==> config.mk <==
export PLATFORM = sky130hd
export DESIGN_NAME = tagged_tuple_deserializer_top
export DESIGN_NICKNAME = d
export VERILOG_FILES = /design/src/rtl/ttd_pkg.sv /design/src/rtl/tagged_tuple_deserializer_top.sv
export SDC_FILE = /design/constraint.sdc
export NUM_CORES = 1
export LEC_CHECK = 0
export BUFFER_PORTS_ARGS = -buffer_cell sky130_fd_sc_hd__buf_2
export CAP_MARGIN = 0
export CORE_MARGIN = 4
export CORE_UTILIZATION = 61
export DETAILED_ROUTE_END_ITERATION = 10
export GPL_ROUTABILITY_DRIVEN = 0
export PLACE_DENSITY = 0.77
export REMOVE_ABC_BUFFERS = 1
export SYNTH_ARGS = -nofsm -noshare
export SYNTH_HDL_FRONTEND = slang
export SYNTH_SLANG_ARGS = --single-unit
==> constraint.sdc <==
create_clock -name clk -period 9.9 [get_ports clk]
set_input_delay 1.485 -clock clk [delete_from_list [all_inputs] [get_ports clk]]
set_output_delay 1.485 -clock clk [all_outputs]
set_load 0.01 [all_outputs]
==> src/rtl/ttd_pkg.sv <==
// Types and codes for the tagged tuple deserializer.
// No dependencies; imported by tagged_tuple_deserializer_top.
package ttd_pkg;

  typedef enum logic [2:0] {
    PH_FLAG,
    PH_COUNT,
    PH_TYPES,
    PH_NUM,
    PH_SLEN,
    PH_SBYTES
  } phase_t;

  typedef logic [2:0] kind_t;
  typedef logic [1:0] ftype_t;

  localparam kind_t K_HEADER  = 3'd0;
  localparam kind_t K_INT32   = 3'd1;
  localparam kind_t K_INT64   = 3'd2;
  localparam kind_t K_FLOAT   = 3'd3;
  localparam kind_t K_STRLEN  = 3'd4;
  localparam kind_t K_STRBYTE = 3'd5;
  localparam kind_t K_BADTYPE = 3'd6;
  localparam kind_t K_TOOMANY = 3'd7;

  localparam ftype_t T_INT32  = 2'b00;
  localparam ftype_t T_INT64  = 2'b01;
  localparam ftype_t T_FLOAT  = 2'b10;
  localparam ftype_t T_STRING = 2'b11;

  localparam logic [7:0] FLAG_SET = 8'd1;

endpackage

==> src/rtl/tagged_tuple_deserializer_top.sv <==
// Tagged tuple deserializer: parses a byte stream of serialized tuples into results.
// Depends on ttd_pkg; holds the field type table in a memory with a registered read.
//
//   port group   dir   payload                                           handshake
//   in_          in    data_byte[7:0]                                    valid / stall
//   out_         out   kind[2:0] value[63:0] waiting_flag field_number   valid / stall
//                      [7:0] last
//
// One byte per cycle unless stalled; each byte yields at most one registered item.
// Field types are fetched one field ahead from the type memory; every field spans
// at least two bytes, which covers the memory's read latency.
// Synchronous active-low reset returns the parser to the tuple flag byte.
// in_stall is raised only while a held item is stalled at the output.
module tagged_tuple_deserializer_top #(
  parameter int MAX_FIELDS = 256
) (
  input  logic                  clk,
  input  logic                  rst_n,
  input  logic                  in_valid,
  output logic                  in_stall,
  input  logic [7:0]            in_data_byte,
  output logic                  out_valid,
  input  logic                  out_stall,
  output ttd_pkg::kind_t        out_kind,
  output logic [63:0]           out_value,
  output logic                  out_waiting_flag,
  output logic [7:0]            out_field_number,
  output logic                  out_last
);
  import ttd_pkg::*;

  localparam int AW    = (MAX_FIELDS > 1) ? $clog2(MAX_FIELDS) : 1;
  localparam int CW    = $clog2(MAX_FIELDS + 1);
  localparam int DEPTH = 1 << AW;

  phase_t          phase_r, phase_nxt;
  logic [2:0]      byte_pos_r, byte_pos_nxt;
  logic [31:0]     total_r, total_nxt;
  logic [CW-1:0]   cursor_r, cursor_nxt;
  logic [63:0]     vshift_r, vshift_nxt;
  logic [15:0]     str_rem_r, str_rem_nxt;
  logic            flag_r, flag_nxt;
  ftype_t          first_type_r, first_type_nxt;
  ftype_t          cur_type_r, cur_type_nxt;
  ftype_t          rd_type_r;

  ftype_t          type_mem [DEPTH];
  logic            type_we;
  logic [CW-1:0]   cursor_inc;
  logic [AW-1:0]   rd_addr;

  logic            out_valid_r;
  kind_t           out_kind_r;
  logic [63:0]     out_value_r;
  logic            out_flag_r;
  logic [7:0]      out_field_r;
  logic            out_last_r;

  logic            emit;
  kind_t           res_kind;
  logic [63:0]     res_value;
  logic            res_flag;
  logic [7:0]      res_field;
  logic            res_last;

  logic            acc;
  logic [31:0]     count_full;
  logic            too_many;
  logic            on_last;
  logic [15:0]     slen;
  logic [2:0]      byte_hi;
  logic            bad_type;
  ftype_t          start_type;
  phase_t          adv_phase;

  assign in_stall   = out_valid_r && out_stall;
  assign acc        = in_valid && !in_stall;
  assign count_full = {in_data_byte, total_r[23:0]};
  assign too_many   = count_full > 32'(MAX_FIELDS);
  assign on_last    = (32'(cursor_r) + 32'd1) == total_r;
  assign slen       = {in_data_byte, vshift_r[7:0]};
  assign byte_hi    = (cur_type_r == T_INT64) ? 3'd7 : 3'd3;
  assign bad_type   = in_data_byte > 8'(T_STRING);
  assign start_type = (cursor_r == '0) ? in_data_byte[1:0] : first_type_r;
  assign adv_phase  = on_last ? PH_FLAG : ((rd_type_r == T_STRING) ? PH_SLEN : PH_NUM);
  assign cursor_inc = cursor_r + 1'b1;
  assign rd_addr    = cursor_inc[AW-1:0];
  assign type_we    = acc && (phase_r == PH_TYPES) && !bad_type;

  always_ff @(posedge clk) begin
    if (type_we) begin
      type_mem[cursor_r[AW-1:0]] <= in_data_byte[1:0];
    end
    rd_type_r <= type_mem[rd_addr];
  end

  always_comb begin
    phase_nxt      = phase_r;
    byte_pos_nxt   = byte_pos_r;
    total_nxt      = total_r;
    cursor_nxt     = cursor_r;
    vshift_nxt     = vshift_r;
    str_rem_nxt    = str_rem_r;
    flag_nxt       = flag_r;
    first_type_nxt = first_type_r;
    cur_type_nxt   = cur_type_r;
    case (phase_r)
      PH_FLAG: begin
        flag_nxt     = (in_data_byte == FLAG_SET);
        total_nxt    = '0;
        byte_pos_nxt = '0;
        phase_nxt    = PH_COUNT;
      end
      PH_COUNT: begin
        total_nxt[{byte_pos_r[1:0], 3'b000} +: 8] = in_data_byte;
        byte_pos_nxt = byte_pos_r + 3'd1;
        if (byte_pos_r == 3'd3) begin
          byte_pos_nxt = '0;
          cursor_nxt   = '0;
          phase_nxt    = (too_many || count_full == '0) ? PH_FLAG : PH_TYPES;
        end
      end
      PH_TYPES: begin
        if (bad_type) begin
          phase_nxt = PH_FLAG;
        end else begin
          if (cursor_r == '0) begin
            first_type_nxt = in_data_byte[1:0];
          end
          if (on_last) begin
            cursor_nxt   = '0;
            byte_pos_nxt = '0;
            cur_type_nxt = start_type;
            phase_nxt    = (start_type == T_STRING) ? PH_SLEN : PH_NUM;
          end else begin
            cursor_nxt = cursor_inc;
          end
        end
      end
      PH_NUM: begin
        vshift_nxt[{byte_pos_r, 3'b000} +: 8] = in_data_byte;
        byte_pos_nxt = byte_pos_r + 3'd1;
        if (byte_pos_r == byte_hi) begin
          byte_pos_nxt = '0;
          cursor_nxt   = cursor_inc;
          cur_type_nxt = rd_type_r;
          phase_nxt    = adv_phase;
        end
      end
      PH_SLEN: begin
        if (byte_pos_r == 3'd0) begin
          vshift_nxt[7:0] = in_data_byte;
          byte_pos_nxt    = 3'd1;
        end else begin
          byte_pos_nxt = '0;
          if (slen == '0) begin
            cursor_nxt   = cursor_inc;
            cur_type_nxt = rd_type_r;
            phase_nxt    = adv_phase;
          end else begin
            str_rem_nxt = slen;
            phase_nxt   = PH_SBYTES;
          end
        end
      end
      PH_SBYTES: begin
        str_rem_nxt = str_rem_r - 16'd1;
        if (str_rem_r == 16'd1) begin
          byte_pos_nxt = '0;
          cursor_nxt   = cursor_inc;
          cur_type_nxt = rd_type_r;
          phase_nxt    = adv_phase;
        end
      end
      default: begin
        phase_nxt = PH_FLAG;
      end
    endcase
  end

  always_comb begin
    emit      = 1'b0;
    res_kind  = K_HEADER;
    res_value = '0;
    res_flag  = 1'b0;
    res_field = 8'(cursor_r);
    res_last  = 1'b0;
    case (phase_r)
      PH_COUNT: begin
        if (byte_pos_r == 3'd3) begin
          emit      = 1'b1;
          res_field = '0;
          res_value = {32'd0, count_full};
          if (too_many) begin
            res_kind = K_TOOMANY;
            res_last = 1'b1;
          end else begin
            res_kind = K_HEADER;
            res_flag = flag_r;
            res_last = (count_full == '0);
          end
        end
      end
      PH_TYPES: begin
        if (bad_type) begin
          emit      = 1'b1;
          res_kind  = K_BADTYPE;
          res_value = {56'd0, in_data_byte};
          res_last  = 1'b1;
        end
      end
      PH_NUM: begin
        if (byte_pos_r == byte_hi) begin
          emit     = 1'b1;
          res_last = on_last;
          case (cur_type_r)
            T_INT64: res_kind = K_INT64;
            T_FLOAT: res_kind = K_FLOAT;
            default: res_kind = K_INT32;
          endcase
          if (cur_type_r == T_INT64) begin
            res_value = {in_data_byte, vshift_r[55:0]};
          end else begin
            res_value = {32'd0, in_data_byte, vshift_r[23:0]};
          end
        end
      end
      PH_SLEN: begin
        if (byte_pos_r != 3'd0) begin
          emit      = 1'b1;
          res_kind  = K_STRLEN;
          res_value = {48'd0, slen};
          res_last  = (slen == '0) && on_last;
        end
      end
      PH_SBYTES: begin
        emit      = 1'b1;
        res_kind  = K_STRBYTE;
        res_value = {56'd0, in_data_byte};
        res_last  = (str_rem_r == 16'd1) && on_last;
      end
      default: begin
        emit = 1'b0;
      end
    endcase
  end

  always_ff @(posedge clk) begin
    if (!rst_n) begin
      phase_r      <= PH_FLAG;
      byte_pos_r   <= '0;
      total_r      <= '0;
      cursor_r     <= '0;
      vshift_r     <= '0;
      str_rem_r    <= '0;
      flag_r       <= 1'b0;
      first_type_r <= T_INT32;
      cur_type_r   <= T_INT32;
      out_valid_r  <= 1'b0;
    end else begin
      if (acc) begin
        phase_r      <= phase_nxt;
        byte_pos_r   <= byte_pos_nxt;
        total_r      <= total_nxt;
        cursor_r     <= cursor_nxt;
        vshift_r     <= vshift_nxt;
        str_rem_r    <= str_rem_nxt;
        flag_r       <= flag_nxt;
        first_type_r <= first_type_nxt;
        cur_type_r   <= cur_type_nxt;
      end
      if (acc && emit) begin
        out_valid_r <= 1'b1;
      end else if (!out_stall) begin
        out_valid_r <= 1'b0;
      end
    end
  end

  always_ff @(posedge clk) begin
    if (acc && emit) begin
      out_kind_r  <= res_kind;
      out_value_r <= res_value;
      out_flag_r  <= res_flag;
      out_field_r <= res_field;
      out_last_r  <= res_last;
    end
  end

  assign out_valid        = out_valid_r;
  assign out_kind         = out_kind_r;
  assign out_value        = out_value_r;
  assign out_waiting_flag = out_flag_r;
  assign out_field_number = out_field_r;
  assign out_last         = out_last_r;

  a_data_cursor: assert property (@(posedge clk) disable iff (!rst_n)
    (phase_r == PH_NUM || phase_r == PH_SLEN || phase_r == PH_SBYTES)
      |-> (32'(cursor_r) < total_r))
    else $error("field cursor beyond field count in data phase");

  a_str_rem: assert property (@(posedge clk) disable iff (!rst_n)
    (phase_r == PH_SBYTES) |-> (str_rem_r != '0))
    else $error("string byte phase with nothing remaining");

  a_flag_only_header: assert property (@(posedge clk) disable iff (!rst_n)
    (out_valid && out_kind != K_HEADER) |-> !out_waiting_flag)
    else $error("flag set on a non-header item");

  a_error_last: assert property (@(posedge clk) disable iff (!rst_n)
    (out_valid && (out_kind == K_TOOMANY || out_kind == K_BADTYPE)) |-> out_last)
    else $error("error item not marked last");

  a_end_of_tuple: assert property (@(posedge clk) disable iff (!rst_n)
    (acc && emit && res_last) |=> (phase_r == PH_FLAG))
    else $error("parser did not return to flag byte after last item");

endmodule
==> impl_metrics.csv, run 1 <==
group,metric,value,unit
floorplan,placementRows,81,
clock_network,cts_max_level,3,
final_layout,areaGrowthSynthToFinish,10.5,%
drt,drt-vias-per-instance,6.59,
floorplan,die_x,232,µm
timing,finalSetupViolCount,0,
drt,drt_wl_total,75500,µm
placement,placedCellCount,2812,
drt,antenna_left,0,
timing,maxSlewViolCount,0,
logic_synthesis,syn_area,30500,µm²
final_layout,layout_common_cells,"edfxtp_1, nor2_1, mux4_2",
critical_path,crit_arrival,6.17,ns
placement,portBuffers,90,
timing,setup_ws,4.19,ns
logic_synthesis,yosys-top-cells-area,"edfxtp_1, mux4_2, dfxtp_1",
clock_network,ctsHoldBuffers,0,
clock_network,cts_root_buf,"clkbuf_16",
grt,grt_max_degree,137,
logic_synthesis,synth_cell_types,77,
clock_network,clock_path_buffers,3,
final_layout,num_antenna_cells,0,
logic_synthesis,yosys_register_bits,716,
logic_synthesis,ys_seq_area_share,66.4,%
placement,hpwl,44200,µm
logic_synthesis,synth_top_area_share,58.0,%
timing,timing.fmax,175,MHz
drt,detail_route.wl_per_cell,25.7,µm
critical_path,crit_fanout,136,
logic_synthesis,synthCells,2181,
critical_path,startpoint_type,"flop",
final_layout,layout-drive-gt1-share,17.1,%
power,power.density,179,nW/µm²
timing,relSlewSlack,14.3,%
grt,track_usage,28.3,%
placement,pre_cts_slack,4.18,ns
floorplan,core,49200,µm²
clock_network,cts_setup_buffers,0,
floorplan,die_area,53600,µm²
timing,period_share,57.7,%
grt,grt_overflow,0,
clock_network,numCtsBuffers,73,
clock_network,clkSinkCount,716,
clock_network,cts_tree,"built",
power,power,6.04,mW
run,cap_violations,0,
grt,grt_pass1_vias,19321,
drt,drtIter0Drc,2477,
floorplan,initial_core_util,62.0,%
timing,layout_min_cycle_time,5.71,ns
drt,vias,19396,
logic_synthesis,ys.warnings.count,0,
grt,grt_antenna_before_repair,0,
logic_synthesis,async_flop_share,0,%
floorplan,die_y,232,µm
logic_synthesis,yosysTopAreaCell,"edfxtp_1",
logic_synthesis,synth_area_per_cell,14.0,µm²
min_path,worstHoldPathType,"reg2reg",
clock_network,cts-resized-gates,0,
final_layout,post-route-util,68.6,%
final_layout,final_common_cell,"edfxtp_1",
floorplan,boundaryPins,91,
critical_path,criticalPathCategory,"reg2reg",
critical_path,r2r_cells,9,
drt,firstDrtPassIters,6,
min_path,holdPathStages,2,
clock_network,clkLatencyLatePin,0.62,ns
grt,grt_pass1_wl,116000,µm
critical_path,cp.required,10.36,ns
power,ir_worst_vdd,0.000177,V
timing,tightest_slew,1.28,ns
drt,drc,0,
logic_synthesis,ys.flop_type,"edfxtp_1",
critical_path,end_kind,"flop",
timing,finalHoldViolCount,0,
logic_synthesis,synth_edf_count,589,
clock_network,clk_pin_slew_worst_paths,0.06,ns
status,status,"complete, no violations",
timing,rsz0062_at_grt,"false",
power,p_leak,10.4,nW
timing,clock_skew,0.0228,ns
timing,tns,0,ns
final_layout,final_cells,2944,
final_layout,final_nets,2253,
==> stage by stage <==
stage	hold slack [ns]	area, µm²
3_5_place_dp	0.440	31400
6_report	0.453	33700
5_1_grt	0.473	33700
3_3_place_gp	0.437	31400
4_1_cts	0.453	33700
2_1_floorplan	0.427	29800
==> cell usage after synthesis (15+ instances only) <==
cell type and n:
a222oi_1 15, nor2b_1 18, nor4_1 17, clkbuf_1 97
nand4_1 16, buf_4 25, inv_1 23, nand3_1 43
mux2i_1 76, mux4_2 127, ha_1 18, dfxtp_1 127
edfxtp_1 589, nor3_1 16, buf_2 25, o21ai_0 38
a21oi_1 81, a22oi_1 42, nand2_1 124, and2_1 43
nor2_1 425
==> flip-flops by register name (all words and copies together), names as in the netlist <==
| register | cells |
|---|---|
| rd_type_r | 2 |
| phase_r | 3 |
| out_value | 64 |
| cursor_r | 9 |
| flag_r | 1 |
| out_valid | 1 |
| out_field_number | 8 |
| byte_pos_r | 3 |
| out_waiting_flag | 1 |
| out_kind | 3 |
| str_rem_r | 16 |
| type_mem | 512 |
| total_r | 32 |
| first_type_r | 2 |
| vshift_r | 56 |
| cur_type_r | 2 |
| out_last | 1 |
==> path summary, 6_finish.rpt <==
| path | from | end | slack [ns] |
|---|---|---|---|
| max | cursor_r[0] | rd_type_r[0] | 4.19 |
| min | vshift_r[32] | vshift_r[32] | 0.45 |
| max reg2reg | cursor_r[0] | rd_type_r[0] | 4.19 |
| min reg2reg | vshift_r[32] | vshift_r[32] | 0.45 |
==> kinds of logic after synthesis <==
logic type | share of synthesized area (%)
AOI/OAI and AO/OA | 6.37
xor gates and xnor gates | 0.759
adders and majority gates | 0.739
buffers and inverters | 2.68
DFF | 66.4
muxes | 12.0
and+or+nand+nor | 11.1
==> layer usage <==
layer | up-vias | wire length [µm] | share of wire [%] | global-route usage, %
li1 | 8340 | - | - | -
met1 | 9627 | 28100 | 37 | 38.3
met5 | - | 0 | 0 | 0
met2 | 1173 | 36400 | 48 | 45.2
met3 | 256 | 7540 | 10 | 5.75
met4 | 0 | 3500 | 4.6 | 12.4
==> area by class of cell <==
class / instances / area [µm²]
clock buffers: 98 / 2010
clock inverters: 34 / 312
fillers: 3279 / 15500
inverters: 24 / 91.3
multi-input cells: 1287 / 9510
flip-flops and latches: 716 / 20200
well taps: 664 / 831
repair buffers: 121 / 708
==> report_power, final <==
part / leakage [nW] / internal [mW] / switching [mW] / total [mW]
clock network: 1.15 / 1.54 / 1.14 / 2.69
logic: 2.94 / 0.0169 / 0.0847 / 0.102
registers: 6.34 / 3.25 / 0.00370 / 3.25
==> worst max-delay path, cell delays in order, from the launching register on <==
cell       delay (ns)
dfxtp_4          0.72
buf_4            0.71
inv_1            0.56
ha_4             0.60
buf_12           0.56
mux4_2           0.62
mux4_2           0.47
nand2b_1         0.17
a2111oi_0        0.75
a311oi_1         0.11
Note: power is estimated with default switching activity, not from simulation.
==> inputs of run 2 (changes only) <==
==> constraint.sdc (replaced) <==
create_clock -name clk -period 5.4 [get_ports clk]
set_input_delay 0.81 -clock clk [delete_from_list [all_inputs] [get_ports clk]]
set_output_delay 0.81 -clock clk [all_outputs]
set_load 0.01 [all_outputs]
==> run 2 against run 1 <==
  * Non-clock buffer count rose by 14
  * Clock skew rose by 0.0046 ns
  * Largest cell class unchanged
  * Critical path depth did not move
  * Global-route usage fell by 0.30 points
  * Combinational power rose by 83%
  * Clock-buffer cell count fell by 8
  * Design area rose by 0.74%
  * Largest power group unchanged
  * Total power rose by 87%
  * Die area did not move
  * Wire length fell by 1.1%
  * Flip-flop and latch count did not move
==> impl_metrics.csv, run 2 (synthesized netlist as in run 1, its figures left out) <==
group,metric,value,unit
status,status,"complete, no violations",
clock_network,clkLatencyLatePin,0.62,ns
grt,grt_pass1_vias,19281,
timing,layout_min_cycle_time,4.41,ns
floorplan,placementRows,81,
min_path,worstHoldPathType,"reg2reg",
timing,maxSlewViolCount,0,
drt,firstDrtPassIters,7,
critical_path,criticalPathCategory,"reg2reg",
critical_path,reg2reg_to,"rd_type_r[1]",
critical_path,r2r_start,"cursor_r[0]",
critical_path,critPathMaxStageDelay,0.74,ns
clock_network,cts-resized-gates,0,
placement,hpwl,44300,µm
timing,tns,0,ns
critical_path,crit_cells,9,
grt,grt_overflow,0,
critical_path,crit_slowest_cell,"xor2_4",
critical_path,startpoint_type,"flop",
run,cap_violations,0,
floorplan,core,49200,µm²
clock_network,clock_path_buffers,3,
critical_path,reg2reg_slack,0.99,ns
final_layout,areaGrowthSynthToFinish,11.3,%
clock_network,cts_root_buf,"clkbuf_16",
floorplan,boundaryPins,91,
clock_network,numCtsBuffers,72,
critical_path,cp.required,5.86,ns
drt,drc,0,
floorplan,die_y,232,µm
critical_path,worst-path-buf-inv,1,
timing,tightest_slew,1.33,ns
power,p_leak,10.6,nW
timing,relSlewSlack,11.3,%
clock_network,ctsHoldBuffers,0,
grt,grt_max_degree,226,
final_layout,fillers,3192,
floorplan,initial_core_util,62.0,%
floorplan,die_x,232,µm
critical_path,cp_top_family,"multiplexers",
timing,fin_hold_ws,0.451,ns
timing,clock_skew,0.0274,ns
timing,finalHoldViolCount,0,
grt,grt_antenna_before_repair,0,
critical_path,r2r_cells,9,
floorplan,die_area,53600,µm²
timing,period_share,81.7,%
clock_network,cts_max_level,3,
final_layout,largest_register_ffs,512,
critical_path,critPathCapture,"rd_type_r[1]",
critical_path,crit_arrival,4.87,ns
clock_network,cts_tree,"built",
drt,drt-vias-per-instance,6.60,
final_layout,final_nets,2266,
clock_network,clk_pin_slew_worst_paths,0.06,ns
power,power.density,332,nW/µm²
grt,track_usage,28.0,%
timing,timing.fmax,227,MHz
critical_path,critPathLaunch,"cursor_r[0]",
drt,drtIter0Drc,2609,
critical_path,crit_chain,"ha_1, xor2_4, buf_4, mux4_2, mux2i_1, o211ai_1, mux2_2, a2111oi_0, a311oi_1",
power,ir_worst_vdd,0.000274,V
critical_path,crit_fanout,30,
final_layout,layout_common_cells,"edfxtp_1, nor2_1, mux4_2",
clock_network,cts_setup_buffers,0,
drt,vias,19495,
final_layout,layout-drive-gt1-share,17.8,%
placement,portBuffers,90,
final_layout,num_antenna_cells,0,
drt,antenna_left,0,
critical_path,end_kind,"flop",
drt,detail_route.wl_per_cell,25.3,µm
drt,drt_wl_total,74700,µm
final_layout,final_common_cell,"edfxtp_1",
timing,finalSetupViolCount,0,
timing,rsz0062_at_grt,"false",
clock_network,clkSinkCount,716,
grt,grt_pass1_wl,115000,µm
[run 2: cell type report]
class	instances	area, µm²	area share (%)
inverters	24	91.3	0.269
flip-flops and latches	716	20200	59.6
clock buffers	90	1940	5.72
well taps	664	831	2.45
repair buffers	135	863	2.54
multi-input cells	1287	9500	28.0
clock inverters	36	489	1.44
[run 2: worst min path at each step]
stage	depth (start not counted)	start	slack (ns)	end
2_1_floorplan	2	vshift_r[32]	0.43	vshift_r[32]
4_1_cts	2	vshift_r[32]	0.45	vshift_r[32]
6_report	2	vshift_r[32]	0.45	vshift_r[32]
3_5_place_dp	2	vshift_r[32]	0.44	vshift_r[32]
5_1_grt	2	vshift_r[11]	0.48	vshift_r[11]
3_3_place_gp	2	vshift_r[32]	0.43	vshift_r[32]
[run 2: where the power goes]
part           internal [mW]  switching (mW)
clock network           3.04            2.08
logic                 0.0315           0.156
registers               5.96         0.00643
[run 2: layer usage]
| metal | up-vias | track usage [%] | routed length (µm) |
|---|---|---|---|
| met2 | 1174 | 44.4 | 35800 |
| met3 | 221 | 5.29 | 6990 |
| met1 | 9738 | 38.8 | 28500 |
| li1 | 8362 | - | - |
| met5 | - | 0 | 0 |
| met4 | 0 | 11.8 | 3400 |
[run 2: worst reg2reg max path, delay by kind of cell (launching register included)]
kind / cells / cell delay [ns]
AOI/OAI and AO/OA: 3 / 0.89
xor gates and xnor gates: 1 / 0.74
adders and majority gates: 1 / 0.54
buffers and inverters: 1 / 0.50
DFF: 1 / 0.68
muxes: 3 / 0.91
[run 2: stage by stage]
stage | instances | utilization [%] | setup WS, ns | area (µm²) | power, mW
CTS | 2952 | 69.1 | 1.08 | 33900 | 11.3
global placement | 2826 | 64.1 | 1.33 | 31500 | 6.26
finish | 2952 | 69.1 | 0.990 | 33900 | 11.3
floorplan | 2027 | - | -5.54 | 29800 | 6.15
detailed placement | 2826 | 64.1 | 1.17 | 31500 | 6.27
global route | 2952 | 69.1 | 0.854 | 33900 | 11.6
